**config.mk**
```make
export PLATFORM = sky130hd
export DESIGN_NAME = calibrated_uptime_clock
export DESIGN_NICKNAME = d
export VERILOG_FILES = /design/src/hw/rtl/ucl_pkg.sv /design/src/hw/rtl/ucl_div.sv /design/src/hw/rtl/ucl_apb.sv /design/src/hw/rtl/calibrated_uptime_clock.sv
export SDC_FILE = /design/constraint.sdc
export NUM_CORES = 2
export LEC_CHECK = 0
export ABC_CLOCK_PERIOD_IN_PS = 18100
export BUFFER_PORTS_ARGS = -buffer_cell sky130_fd_sc_hd__buf_4
export CAP_MARGIN = 5
export CORE_ASPECT_RATIO = 1.1
export CORE_MARGIN = 4
export CORE_UTILIZATION = 39
export CTS_CLUSTER_SIZE = 24
export DETAILED_ROUTE_END_ITERATION = 7
export HOLD_SLACK_MARGIN = 0.15
export PLACE_DENSITY_LB_ADDON = 0.3
export SETUP_SLACK_MARGIN = 0.4
export SLEW_MARGIN = 20
export SYNTH_ARGS = -nofsm -noshare
export SYNTH_HDL_FRONTEND = slang
export SYNTH_HIERARCHICAL = 1
export SYNTH_SLANG_ARGS = --single-unit
```
**constraint.sdc**
```tcl
create_clock -name aclk -period 18.1 [get_ports aclk]
set_clock_uncertainty 0.15 [all_clocks]
set_input_delay 0.905 -clock aclk [delete_from_list [all_inputs] [get_ports aclk]]
set_output_delay 0.905 -clock aclk [all_outputs]
set_load 0.005 [all_outputs]
```
**src/hw/rtl/ucl_pkg.sv**
```systemverilog
package ucl_pkg;

    localparam logic [31:0] NOMINAL_RESET = 32'd100000000;
    localparam logic [29:0] NS_PER_S      = 30'd1000000000;
    localparam logic [31:0] DIV_1000      = 32'd1000;

    typedef enum logic [1:0] {
        CMD_TICK  = 2'd0,
        CMD_CALIB = 2'd1,
        CMD_READ  = 2'd2,
        CMD_NONE  = 2'd3
    } cmd_t;

    // register indexes of the configuration port
    localparam logic [0:0] REG_NOMINAL = 1'b0;
    localparam logic [0:0] REG_OFFSET  = 1'b1;

    typedef struct packed {
        logic [1:0]  cmd;
        logic [31:0] new_freq_hz;
    } in_t;

    typedef struct packed {
        logic [62:0]        uptime_us;
        logic [62:0]        uptime_ms;
        logic signed [63:0] unix_us;
        logic signed [63:0] unix_ms;
        logic [31:0]        freq_in_use_hz;
    } out_t;

    typedef struct packed {
        logic        nom_wr;
        logic [31:0] nom_val;
    } cfg_evt_t;

    typedef enum logic [4:0] {
        ST_IDLE,
        ST_DQ_GO,
        ST_DQ_WAIT,
        ST_MUL_R,
        ST_DN_GO,
        ST_DN_WAIT,
        ST_MUL_LO,
        ST_MUL_HI,
        ST_SUM,
        ST_COMMIT,
        ST_US_GO,
        ST_US_WAIT,
        ST_MS_GO,
        ST_MS_WAIT,
        ST_UX_ADD,
        ST_UX_GO,
        ST_UX_WAIT,
        ST_PUSH
    } st_t;

    // one restoring division step: {quotient bit, new partial remainder}
    function automatic logic [32:0] div_step(input logic [31:0] rem, input logic bit_in,
                                             input logic [31:0] d);
        logic [32:0] t;
        logic [32:0] s;
        t = {rem, bit_in};
        s = t - {1'b0, d};
        if (t >= {1'b0, d}) begin
            div_step = {1'b1, s[31:0]};
        end else begin
            div_step = {1'b0, t[31:0]};
        end
    endfunction

endpackage

```
**src/hw/rtl/ucl_div.sv**
```systemverilog
// 64 / 32 restoring divider, two quotient bits per cycle
module ucl_div (
    input  logic        aclk,
    input  logic        aresetn,
    input  logic        start,
    input  logic [63:0] dividend,
    input  logic [31:0] divisor,
    output logic [63:0] quotient,
    output logic [31:0] remainder,
    output logic        busy,
    output logic        done
);
    logic [63:0] quo_reg;
    logic [31:0] rem_reg;
    logic [31:0] dvs_reg;
    logic [4:0]  cnt_reg;
    logic        busy_reg;
    logic        done_reg;
    logic [32:0] s1;
    logic [32:0] s2;

    assign s1 = ucl_pkg::div_step(rem_reg, quo_reg[63], dvs_reg);
    assign s2 = ucl_pkg::div_step(s1[31:0], quo_reg[62], dvs_reg);

    always_ff @(posedge aclk) begin
        if (!aresetn) begin
            busy_reg <= 1'b0;
            done_reg <= 1'b0;
            cnt_reg  <= '0;
        end else begin
            done_reg <= 1'b0;
            if (start) begin
                busy_reg <= 1'b1;
                cnt_reg  <= '0;
            end else if (busy_reg) begin
                cnt_reg <= cnt_reg + 5'd1;
                if (cnt_reg == 5'd31) begin
                    busy_reg <= 1'b0;
                    done_reg <= 1'b1;
                end
            end
        end
    end

    always_ff @(posedge aclk) begin
        if (start) begin
            quo_reg <= dividend;
            rem_reg <= '0;
            dvs_reg <= divisor;
        end else if (busy_reg) begin
            quo_reg <= {quo_reg[61:0], s1[32], s2[32]};
            rem_reg <= s2[31:0];
        end
    end

    assign quotient  = quo_reg;
    assign remainder = rem_reg;
    assign busy      = busy_reg;
    assign done      = done_reg;

endmodule

```
**src/hw/rtl/ucl_apb.sv**
```systemverilog
// configuration registers: nominal frequency at 0x0, unix offset at 0x8
module ucl_apb (
    input  logic                aclk,
    input  logic                aresetn,
    input  logic                psel,
    input  logic                penable,
    input  logic                pwrite,
    input  logic [3:0]          paddr,
    input  logic [63:0]         pwdata,
    output logic [63:0]         prdata,
    output logic                pready,
    output logic [63:0]         offset,
    output ucl_pkg::cfg_evt_t   evt
);
    logic [31:0] nom_reg;
    logic [63:0] off_reg;
    logic        wr;
    logic [0:0]  idx;

    assign wr  = psel && penable && pwrite;
    assign idx = paddr[3:3];

    always_ff @(posedge aclk) begin
        if (!aresetn) begin
            nom_reg <= ucl_pkg::NOMINAL_RESET;
            off_reg <= '0;
        end else if (wr && paddr[2:0] == 3'd0) begin
            if (idx == ucl_pkg::REG_NOMINAL) begin
                nom_reg <= pwdata[31:0];
            end else begin
                off_reg <= pwdata;
            end
        end
    end

    always_comb begin
        prdata = '0;
        if (paddr[2:0] == 3'd0) begin
            if (idx == ucl_pkg::REG_NOMINAL) begin
                prdata = {32'd0, nom_reg};
            end else begin
                prdata = off_reg;
            end
        end
    end

    assign evt.nom_wr  = wr && paddr == 4'd0 && pwdata[31:0] != 32'd0;
    assign evt.nom_val = pwdata[31:0];
    assign pready      = 1'b1;
    assign offset      = off_reg;

endmodule

```
**src/hw/rtl/calibrated_uptime_clock.sv**
```systemverilog
// Calibrated uptime clock.
// Input channel s_valid/s_ready/s_data carries one item: cmd and new_freq_hz.
//   tick      : adds one to the 64-bit tick counter; the block stays ready.
//   calibrate : folds the ticks since the base tick into the base time with the
//               old frequency (exact remainder kept), then switches to new_freq_hz.
//               A zero frequency is ignored.
//   read      : one result item on m_valid/m_ready/m_data with uptime and unix
//               time in us and ms and the frequency in use.
//   cmd 3     : dropped.
// One shared divider (two quotient bits per cycle) does all division: two passes
// by the frequency for each calibrate or read, and three passes by 1000 for a read;
// a single 32x30 multiplier covers the scaling.
// s_ready is high only while the sequencer is idle; one item is in work at a time.
// A finished result sits in the output register; if the receiver stalls, the
// block still takes ticks and calibrates, and a following read waits for the slot.
// APB: nominal frequency at 0x0, unix offset at 0x8; a nonzero nominal write
// also becomes the frequency in use. Write only while idle.
// Reset (aresetn low, synchronous) clears counter and time base and loads the
// nominal frequency of 100 MHz.
module calibrated_uptime_clock (
    input  logic           aclk,
    input  logic           aresetn,
    input  logic           s_valid,
    output logic           s_ready,
    input  ucl_pkg::in_t   s_data,
    output logic           m_valid,
    input  logic           m_ready,
    output ucl_pkg::out_t  m_data,
    input  logic           psel,
    input  logic           penable,
    input  logic           pwrite,
    input  logic [3:0]     paddr,
    input  logic [63:0]    pwdata,
    output logic [63:0]    prdata,
    output logic           pready
);
    ucl_pkg::st_t      state_reg, state_next;
    ucl_pkg::cfg_evt_t evt;
    logic [63:0]       offset;

    logic [63:0] tick_reg, origin_tick_reg, base_time_reg, d_reg;
    logic [31:0] frac_rem_reg, freq_reg, nf_reg;
    logic [1:0]  cmd_reg;
    logic [63:0] q_reg, num_reg, nsq_reg, acc_reg, t_reg, up_us_reg, up_ms_reg, ux_reg;
    logic [31:0] drem_reg;
    logic        neg_reg;
    logic        m_valid_reg;
    ucl_pkg::out_t out_reg;

    logic        div_start, div_busy, div_done;
    logic [63:0] div_quo;
    logic [31:0] div_rem;
    logic [63:0] div_a;
    logic [31:0] div_b;
    logic [63:0] sgn_src;
    logic [63:0] signed_quo;
    logic [31:0] mul_a;
    logic [61:0] prod;
    logic        s_acc, m_acc;

    ucl_apb u_apb (
        .aclk(aclk), .aresetn(aresetn), .psel(psel), .penable(penable), .pwrite(pwrite),
        .paddr(paddr), .pwdata(pwdata), .prdata(prdata), .pready(pready),
        .offset(offset), .evt(evt)
    );

    ucl_div u_div (
        .aclk(aclk), .aresetn(aresetn), .start(div_start), .dividend(div_a),
        .divisor(div_b), .quotient(div_quo), .remainder(div_rem),
        .busy(div_busy), .done(div_done)
    );

    assign s_ready = (state_reg == ucl_pkg::ST_IDLE);
    assign s_acc   = s_valid && s_ready;
    assign m_acc   = m_valid_reg && m_ready;

    // next state
    always_comb begin
        state_next = state_reg;
        case (state_reg)
            ucl_pkg::ST_IDLE: begin
                if (s_acc) begin
                    if (s_data.cmd == ucl_pkg::CMD_READ ||
                        (s_data.cmd == ucl_pkg::CMD_CALIB && s_data.new_freq_hz != 32'd0)) begin
                        state_next = ucl_pkg::ST_DQ_GO;
                    end
                end
            end
            ucl_pkg::ST_DQ_GO:   state_next = ucl_pkg::ST_DQ_WAIT;
            ucl_pkg::ST_DQ_WAIT: if (div_done) state_next = ucl_pkg::ST_MUL_R;
            ucl_pkg::ST_MUL_R:   state_next = ucl_pkg::ST_DN_GO;
            ucl_pkg::ST_DN_GO:   state_next = ucl_pkg::ST_DN_WAIT;
            ucl_pkg::ST_DN_WAIT: if (div_done) state_next = ucl_pkg::ST_MUL_LO;
            ucl_pkg::ST_MUL_LO:  state_next = ucl_pkg::ST_MUL_HI;
            ucl_pkg::ST_MUL_HI:  state_next = ucl_pkg::ST_SUM;
            ucl_pkg::ST_SUM:     state_next = ucl_pkg::ST_COMMIT;
            ucl_pkg::ST_COMMIT: begin
                if (cmd_reg == ucl_pkg::CMD_READ) begin
                    state_next = ucl_pkg::ST_US_GO;
                end else begin
                    state_next = ucl_pkg::ST_IDLE;
                end
            end
            ucl_pkg::ST_US_GO:   state_next = ucl_pkg::ST_US_WAIT;
            ucl_pkg::ST_US_WAIT: if (div_done) state_next = ucl_pkg::ST_MS_GO;
            ucl_pkg::ST_MS_GO:   state_next = ucl_pkg::ST_MS_WAIT;
            ucl_pkg::ST_MS_WAIT: if (div_done) state_next = ucl_pkg::ST_UX_ADD;
            ucl_pkg::ST_UX_ADD:  state_next = ucl_pkg::ST_UX_GO;
            ucl_pkg::ST_UX_GO:   state_next = ucl_pkg::ST_UX_WAIT;
            ucl_pkg::ST_UX_WAIT: if (div_done) state_next = ucl_pkg::ST_PUSH;
            ucl_pkg::ST_PUSH:    if (!m_valid_reg || m_ready) state_next = ucl_pkg::ST_IDLE;
            default:             state_next = ucl_pkg::ST_IDLE;
        endcase
    end

    // datapath controls: divider operands and multiplier input
    always_comb begin
        div_start = 1'b0;
        div_b     = freq_reg;
        sgn_src   = t_reg;
        mul_a     = drem_reg;
        case (state_reg)
            ucl_pkg::ST_DQ_GO, ucl_pkg::ST_DN_GO:        div_start = 1'b1;
            ucl_pkg::ST_US_GO: begin
                div_start = 1'b1;
                div_b     = ucl_pkg::DIV_1000;
            end
            ucl_pkg::ST_MS_GO: begin
                div_start = 1'b1;
                div_b     = ucl_pkg::DIV_1000;
                sgn_src   = up_us_reg;
            end
            ucl_pkg::ST_UX_GO: begin
                div_start = 1'b1;
                div_b     = ucl_pkg::DIV_1000;
                sgn_src   = ux_reg;
            end
            ucl_pkg::ST_MS_WAIT: sgn_src = up_us_reg;
            ucl_pkg::ST_UX_WAIT: sgn_src = ux_reg;
            ucl_pkg::ST_MUL_R:   mul_a = drem_reg;
            ucl_pkg::ST_MUL_LO:  mul_a = q_reg[31:0];
            ucl_pkg::ST_MUL_HI:  mul_a = q_reg[63:32];
            default: ;
        endcase
    end

    always_comb begin
        case (state_reg)
            ucl_pkg::ST_DQ_GO: div_a = tick_reg - origin_tick_reg;
            ucl_pkg::ST_DN_GO: div_a = num_reg;
            default:           div_a = sgn_src[63] ? (64'd0 - sgn_src) : sgn_src;
        endcase
    end

    assign prod       = mul_a * ucl_pkg::NS_PER_S;
    assign signed_quo = neg_reg ? (64'd0 - div_quo) : div_quo;

    always_ff @(posedge aclk) begin
        if (!aresetn) begin
            state_reg       <= ucl_pkg::ST_IDLE;
            tick_reg        <= '0;
            origin_tick_reg <= '0;
            base_time_reg   <= '0;
            frac_rem_reg    <= '0;
            freq_reg        <= ucl_pkg::NOMINAL_RESET;
            m_valid_reg     <= 1'b0;
        end else begin
            state_reg <= state_next;
            if (evt.nom_wr) begin
                freq_reg <= evt.nom_val;
            end
            if (s_acc && s_data.cmd == ucl_pkg::CMD_TICK) begin
                tick_reg <= tick_reg + 64'd1;
            end
            if (state_reg == ucl_pkg::ST_COMMIT && cmd_reg == ucl_pkg::CMD_CALIB) begin
                base_time_reg   <= base_time_reg + acc_reg;
                frac_rem_reg    <= drem_reg;
                origin_tick_reg <= tick_reg;
                freq_reg        <= nf_reg;
            end
            if (state_reg == ucl_pkg::ST_PUSH && (!m_valid_reg || m_ready)) begin
                m_valid_reg <= 1'b1;
            end else if (m_acc) begin
                m_valid_reg <= 1'b0;
            end
        end
    end

    // working registers, no reset needed
    always_ff @(posedge aclk) begin
        if (s_acc) begin
            cmd_reg <= s_data.cmd;
            nf_reg  <= s_data.new_freq_hz;
        end
        if (div_start) begin
            neg_reg <= sgn_src[63];
        end
        case (state_reg)
            ucl_pkg::ST_DQ_WAIT: if (div_done) begin
                q_reg    <= div_quo;
                drem_reg <= div_rem;
            end
            ucl_pkg::ST_MUL_R:   num_reg <= {2'b00, prod} + {32'd0, frac_rem_reg};
            ucl_pkg::ST_DN_WAIT: if (div_done) begin
                nsq_reg  <= div_quo;
                drem_reg <= div_rem;
            end
            ucl_pkg::ST_MUL_LO:  acc_reg <= {2'b00, prod};
            ucl_pkg::ST_MUL_HI:  acc_reg <= acc_reg + {prod[31:0], 32'd0};
            ucl_pkg::ST_SUM:     acc_reg <= acc_reg + nsq_reg;
            ucl_pkg::ST_COMMIT:  t_reg <= base_time_reg + acc_reg;
            ucl_pkg::ST_US_WAIT: if (div_done) up_us_reg <= signed_quo;
            ucl_pkg::ST_MS_WAIT: if (div_done) up_ms_reg <= signed_quo;
            ucl_pkg::ST_UX_ADD:  ux_reg <= up_us_reg + offset;
            ucl_pkg::ST_UX_WAIT: if (div_done) d_reg <= signed_quo;
            ucl_pkg::ST_PUSH: if (!m_valid_reg || m_ready) begin
                out_reg.uptime_us      <= up_us_reg[62:0];
                out_reg.uptime_ms      <= up_ms_reg[62:0];
                out_reg.unix_us        <= ux_reg;
                out_reg.unix_ms        <= d_reg;
                out_reg.freq_in_use_hz <= freq_reg;
            end
            default: ;
        endcase
    end

    assign m_valid = m_valid_reg;
    assign m_data  = out_reg;

    a_freq_nonzero: assert property (@(posedge aclk) disable iff (!aresetn)
        freq_reg != 32'd0) else $error("frequency in use is zero");

    a_tick_inc: assert property (@(posedge aclk) disable iff (!aresetn)
        (s_acc && s_data.cmd == ucl_pkg::CMD_TICK) |=> tick_reg == $past(tick_reg) + 64'd1)
        else $error("tick not counted");

    a_start_idle_div: assert property (@(posedge aclk) disable iff (!aresetn)
        div_start |-> !div_busy) else $error("divider started while busy");

    a_push_done: assert property (@(posedge aclk) disable iff (!aresetn)
        (state_reg == ucl_pkg::ST_PUSH && state_next == ucl_pkg::ST_IDLE) |=> m_valid_reg)
        else $error("result not presented");

endmodule
```
# ---- Yosys cells after proc, flatten, opt, wreduce, memory -nomap -nowiden
# Cells that the tools add are included.
dict set report op_classes {
  n_eq_ne 30
  bitwise 3
  muxes 31
  add_sub_neg 12
  multipliers 1
  reduce_logical 41
  magnitude_cmp 2
}
# op n
set ops {}
lappend ops {{$mux 64} 6}
lappend ops {{$add 64x64->64} 4}
lappend ops {{$pmux 64 s2} 2}
lappend ops {{$pmux 64 s3} 1}
lappend ops {{$sub 1x64->64 const A} 2}
lappend ops {{$pmux 5 s18} 1}
lappend ops {{$ge 33x32->1} 2}
lappend ops {{$mux 33} 2}
lappend ops {{$add 64x1->64 const B} 1}
lappend ops {{$mux 32} 2}
lappend ops {{$pmux 32 s2} 1}
lappend ops {{$reduce_bool 32->1} 2}
lappend ops {{$sub 32x32->32} 2}
lappend ops {{$sub 64x64->64} 1}
lappend ops {{$add 62x32->63} 1}
lappend ops {{$mul 32x21->53 const B} 1}
lappend ops {{$eq 5x4->1 const B} 8}
lappend ops {{$mux 5} 8}
lappend ops {{$eq 5x3->1 const B} 4}
lappend ops {{$reduce_and 2->1} 9}
lappend ops {{$eq 5x5->1 const B} 3}
lappend ops {{$ne 2x1->1 const B} 7}
lappend ops {{$logic_and 1x1->1} 11}
lappend ops {{$eq 5x2->1 const B} 2}
lappend ops {{other kinds (20)} 37}
dict set report totals {
  elab_cells 153
  output_inout_bits 353
  inputBits 109
  register_bits 1421
}

# ---- Longest topological paths before layout
dict set report logic_depth {
  word_depth 7
  ltp_mapped 39
  mapped_depth_nobuf 35
}

# ---- Cells and area by module
# The synthesis kept the hierarchy.
# mod cells_per_inst seq_area_each_um2 n_inst area_each_um2
set modules_own_cells {}
lappend modules_own_cells {calibrated_uptime_clock 7126 33081.7 1 74870.6}
lappend modules_own_cells {ucl_div 924 3663.5 1 9359.0}
lappend modules_own_cells {ucl_apb 554 1921.8 1 4834.6}

# ---- Worst setup path after synthesis
# No wires, ideal clock.
dict set report synth_path {
  path_kind {register to register}
  startpoint {register state_reg[0]}
  endpoint {register out_reg (netlist bit m_data[0]) (enable)}
  setup_slack_ps 3394
  arrival_ps 13585
  required_ps 16979
  path_stages_with_launch 5
  n_path_buf 1
  setup_ps 971
  path_cell_list {dfxtp_1 clkbuf_1 nor2b_1 nand3_1 nor2b_1}
}
dict set report synth_via {
  elab_chain_cells 2
}
# item line_no
set synth_lines {}
lappend synth_lines {{from (decl)} calibrated_uptime_clock.sv:37} ;# ucl_pkg::st_t state_reg, state_next;
lappend synth_lines {{from (signal assigned)} calibrated_uptime_clock.sv:160} ;# state_reg <= ucl_pkg::ST_IDLE;
lappend synth_lines {{from (signal assigned)} calibrated_uptime_clock.sv:168} ;# state_reg <= state_next;
lappend synth_lines {{$eq 5x5->1} calibrated_uptime_clock.sv:198} ;# case (state_reg)
lappend synth_lines {{$reduce_and 2->1 (no source line)} -}
lappend synth_lines {{to (decl)} calibrated_uptime_clock.sv:48} ;# ucl_pkg::out_t out_reg;
# Every way passes these cells.
# A chain may end at the register's enable or synchronous reset.

# ---- Worst setup path in the final report
dict set report layout_path {
  startpoint {register state_reg[2]}
  endpoint {register num_reg[56] (data pin)}
}
dict set report layout_via {
  elab_chain_cells 4
}
# item line_no
set layout_lines {}
lappend layout_lines {{$eq 5x3->1} calibrated_uptime_clock.sv:122} ;# case (state_reg)
lappend layout_lines {{$pmux 32 s2 (*)} calibrated_uptime_clock.sv:122}
lappend layout_lines {{$mul 32x21->53 (*)} calibrated_uptime_clock.sv:155} ;# assign prod = mul_a * ucl_pkg::NS_PER_S;
lappend layout_lines {{$add 62x32->63 (*)} calibrated_uptime_clock.sv:203} ;# ucl_pkg::ST_MUL_R: num_reg <= {2'b00, prod} + {32'd0, frac_rem_reg};
lappend layout_lines {{to (signal assigned)} calibrated_uptime_clock.sv:203}
lappend layout_lines {{to (decl)} calibrated_uptime_clock.sv:44} ;# logic [63:0] q_reg, num_reg, nsq_reg, acc_reg, t_reg, up_us_reg, up_ms_reg, ux_reg;
# Every way passes the cells marked *; elsewhere a longest branch is shown, timed or not.

==> results.toml <==
[pwr]
p_per_area_nw_per_um2 = 179
p_leak_uw = 0.0407
peakVddDrop_mv = 0.213

[floorplanning]
num_rows = 183
die_y_microns = 509
dieArea_sq_um = 236000
start_util = 0.393
die_w_microns = 464
core_area_sq_um = 227000
boundaryPins = 462

[logic_synthesis]
synth_cells = 8604
synth.distinct_cells = 103
synth.most_common_cell = "edfxtp_1"
synth_area_leaders = "edfxtp_1 (34%), dfxtp_1 (8.9%), ha_1 (8.8%)"
synth_area_per_cell_sq_um = 10.4
synth_area_sq_um = 89100
synth_top_area_share = 0.345
synth_ff_type = "edfxtp_1"
synth_top_cell_by_area = "edfxtp_1"
yosysWarnings = 6
synth-async-reset-ratio = 0
synth_common_cells = "edfxtp_1 (1023), nand2_1 (883), inv_1 (731), ha_1 (627), a21oi_1 (621)"
synth-seq-area-share = 0.434
syn-num-nets = 9651
ys_ff_latch = 1420
synth_edf_count = 1023

[timing]
finalCritPeriodShare = 0.633
slew_headroom = 0.162
rsz0062_at_grt = "no"
setup_violations = 0
fmax_ghz = 0.0873
tightest_slew_ns = 1.26
timing.hold.ws_ns = 0.201
hold_viol_final = 0
period_minus_slack_ns = 11.46
setup_tns_ns = 0
final-max-slew-violation-count = 0

[critical_path]
end_kind = "flip-flop"
crit_start = "state_reg[2]$_SDFFE_PN0P_"
path_delay_family = "adder cells"
cp_common_cell = "fa_1"
critPathKind = "flip-flop to flip-flop"
r2r-start = "state_reg[2]$_SDFFE_PN0P_"
startpoint_type = "flip-flop"
arrival_ns = 11.84
slowest_stage = "xnor2_1"
timing.critical_path.buf_inv = 4
required_ns = 18.49
crit_fanout = 38
max_stage_delay_ns = 0.93

[routing]
drc = 8
drt_first_pass_iters = 8
routed_wl_mm = 332
ant_nets = 0
initialDrtViolationCount = 7628
wire_per_inst_microns = 27.5
vias_per_cell = 5.81
vias = 70100

[run_status]
violations = "DRC"
status = "complete, but fails checks"

[place]
hpwl_mm = 264
io_buffer_count = 460
gp_congestion = 1.02

[finish]
area_growth_pct = 13.5
largest_register_ffs = 286
finalNetCount = 10000
drive_gt1_frac = 0.107

[global_routing]
grt_pass1_vias = 68000
grt_usage = 0.272
use_met3 = 0.0436
antenna_found_initial = 18
gr-total-overflow = 0
grt_pass1_wl_mm = 475
use_met2 = 0.437
grt_max_degree = 156
busiest_layer = "met2"
grt_use_met1 = 0.347

[clock_tree]
cts_buffers = 151
cts_buffer_depth = 3
cts_tree = "done"
root_buffer = "clkbuf_16"
clkSinkCount = 1420
htree_levels = 4
clkLatencyLatePin_ns = 0.84
clkSlewWorstSetupHoldPaths_ns = 0.07

[worst_hold_path]
min_path_type = "primary input to flip-flop"
min_from = "pwdata[51]"

[flow_run]
cap_violations = 0
==> metrics by stage <==
stage	power (uW)	util	setup WS, ns	std cells	instance area [sq um]
6_report	18100	0.446	6.64	12100	101000
5_1_grt	19100	0.446	6.24	12100	101000
4_1_cts	17900	0.446	6.85	12100	101000
3_5_place_dp	14700	0.421	6.88	11700	95400
3_3_place_gp	14600	0.421	6.97	11700	95400
2_1_floorplan	11300	-	3.39	8604	89100
==> metal layers <==
metal	routed length (microns)	share of wire	vias up
li1	-	-	31600
met1	132000	0.40	34600
met2	151000	0.45	3245
met3	25500	0.077	622
met4	23700	0.071	8
met5	218	0.00066	-
==> report_power, final <==
part / switching, uW / internal [uW] / total (uW)
clock: 1400 / 1800 / 3200
sequential: 395 / 4240 / 4640
combinational: 6730 / 3590 / 10300
==> cell families after synthesis <==
family                     count (synthesis)  share of synthesized area
and+or+nand+nor                         2223                      0.118
AOI/OAI and AO/OA                       1990                      0.144
adders and majority gates                938                      0.158
buffers and inverters                   1133                     0.0509
other                                      1                  0.0000421
xor gates and xnor gates                 567                     0.0558
muxes                                    332                     0.0386
DFF                                     1420                      0.434
==> worst reg2reg max path: cells and delay by family (launching register included) <==
kind	cells	cell delay, ns
xor gates and xnor gates	3	1.68
buffers and inverters	4	0.85
AOI/OAI and AO/OA	4	0.74
DFF	1	0.77
adders and majority gates	9	4.23
muxes	1	0.58
and+or+nand+nor	9	2.19
==> repair_timing <==
item / in CTS / in global routing
hold buffers: 55 / 0
hold endpoints to repair: 55 / 0
buffers inserted: 0 / 0
resized for setup: 0 / 0
==> final cells by class <==
class,instances,area [sq um]
antenna,9,22.5
clock buffer,203,4150
clock inverter,77,981
fill,21200,126000
inverter,732,2750
multi-input combinational,6051,46100
sequential,1420,38700
tap,2960,3700
timing repair buffer,615,4770
==> placed cells by master (no fill, tap or decap), types with 95 or more instances in the layout <==
cell and count:
nand3_1 151, o21ai_0 379, nand2_1 879, buf_4 556, a21o_1 214, fa_1 311, xnor2_1 359, mux2i_1 240
inv_1 730, clkbuf_16 153, edfxtp_1 1023, nor2_1 442, and3_1 97, ha_1 627, xor2_1 207, nor3_1 95
nand4_1 110, a21oi_1 617, dfxtp_1 395
==> final timing paths <==
path                              endpoint  slack (ns)  cells past startpoint
max reg2reg          num_reg[56]$_DFFE_PN_        6.64                     30
min reg2reg          m_data[162]$_DFFE_PP_        0.25                      0
max                  num_reg[56]$_DFFE_PN_        6.64                     30
min          u_apb/offset[51]$_SDFFE_PN0P_        0.20                      3
(Power assumes the default switching activity.)
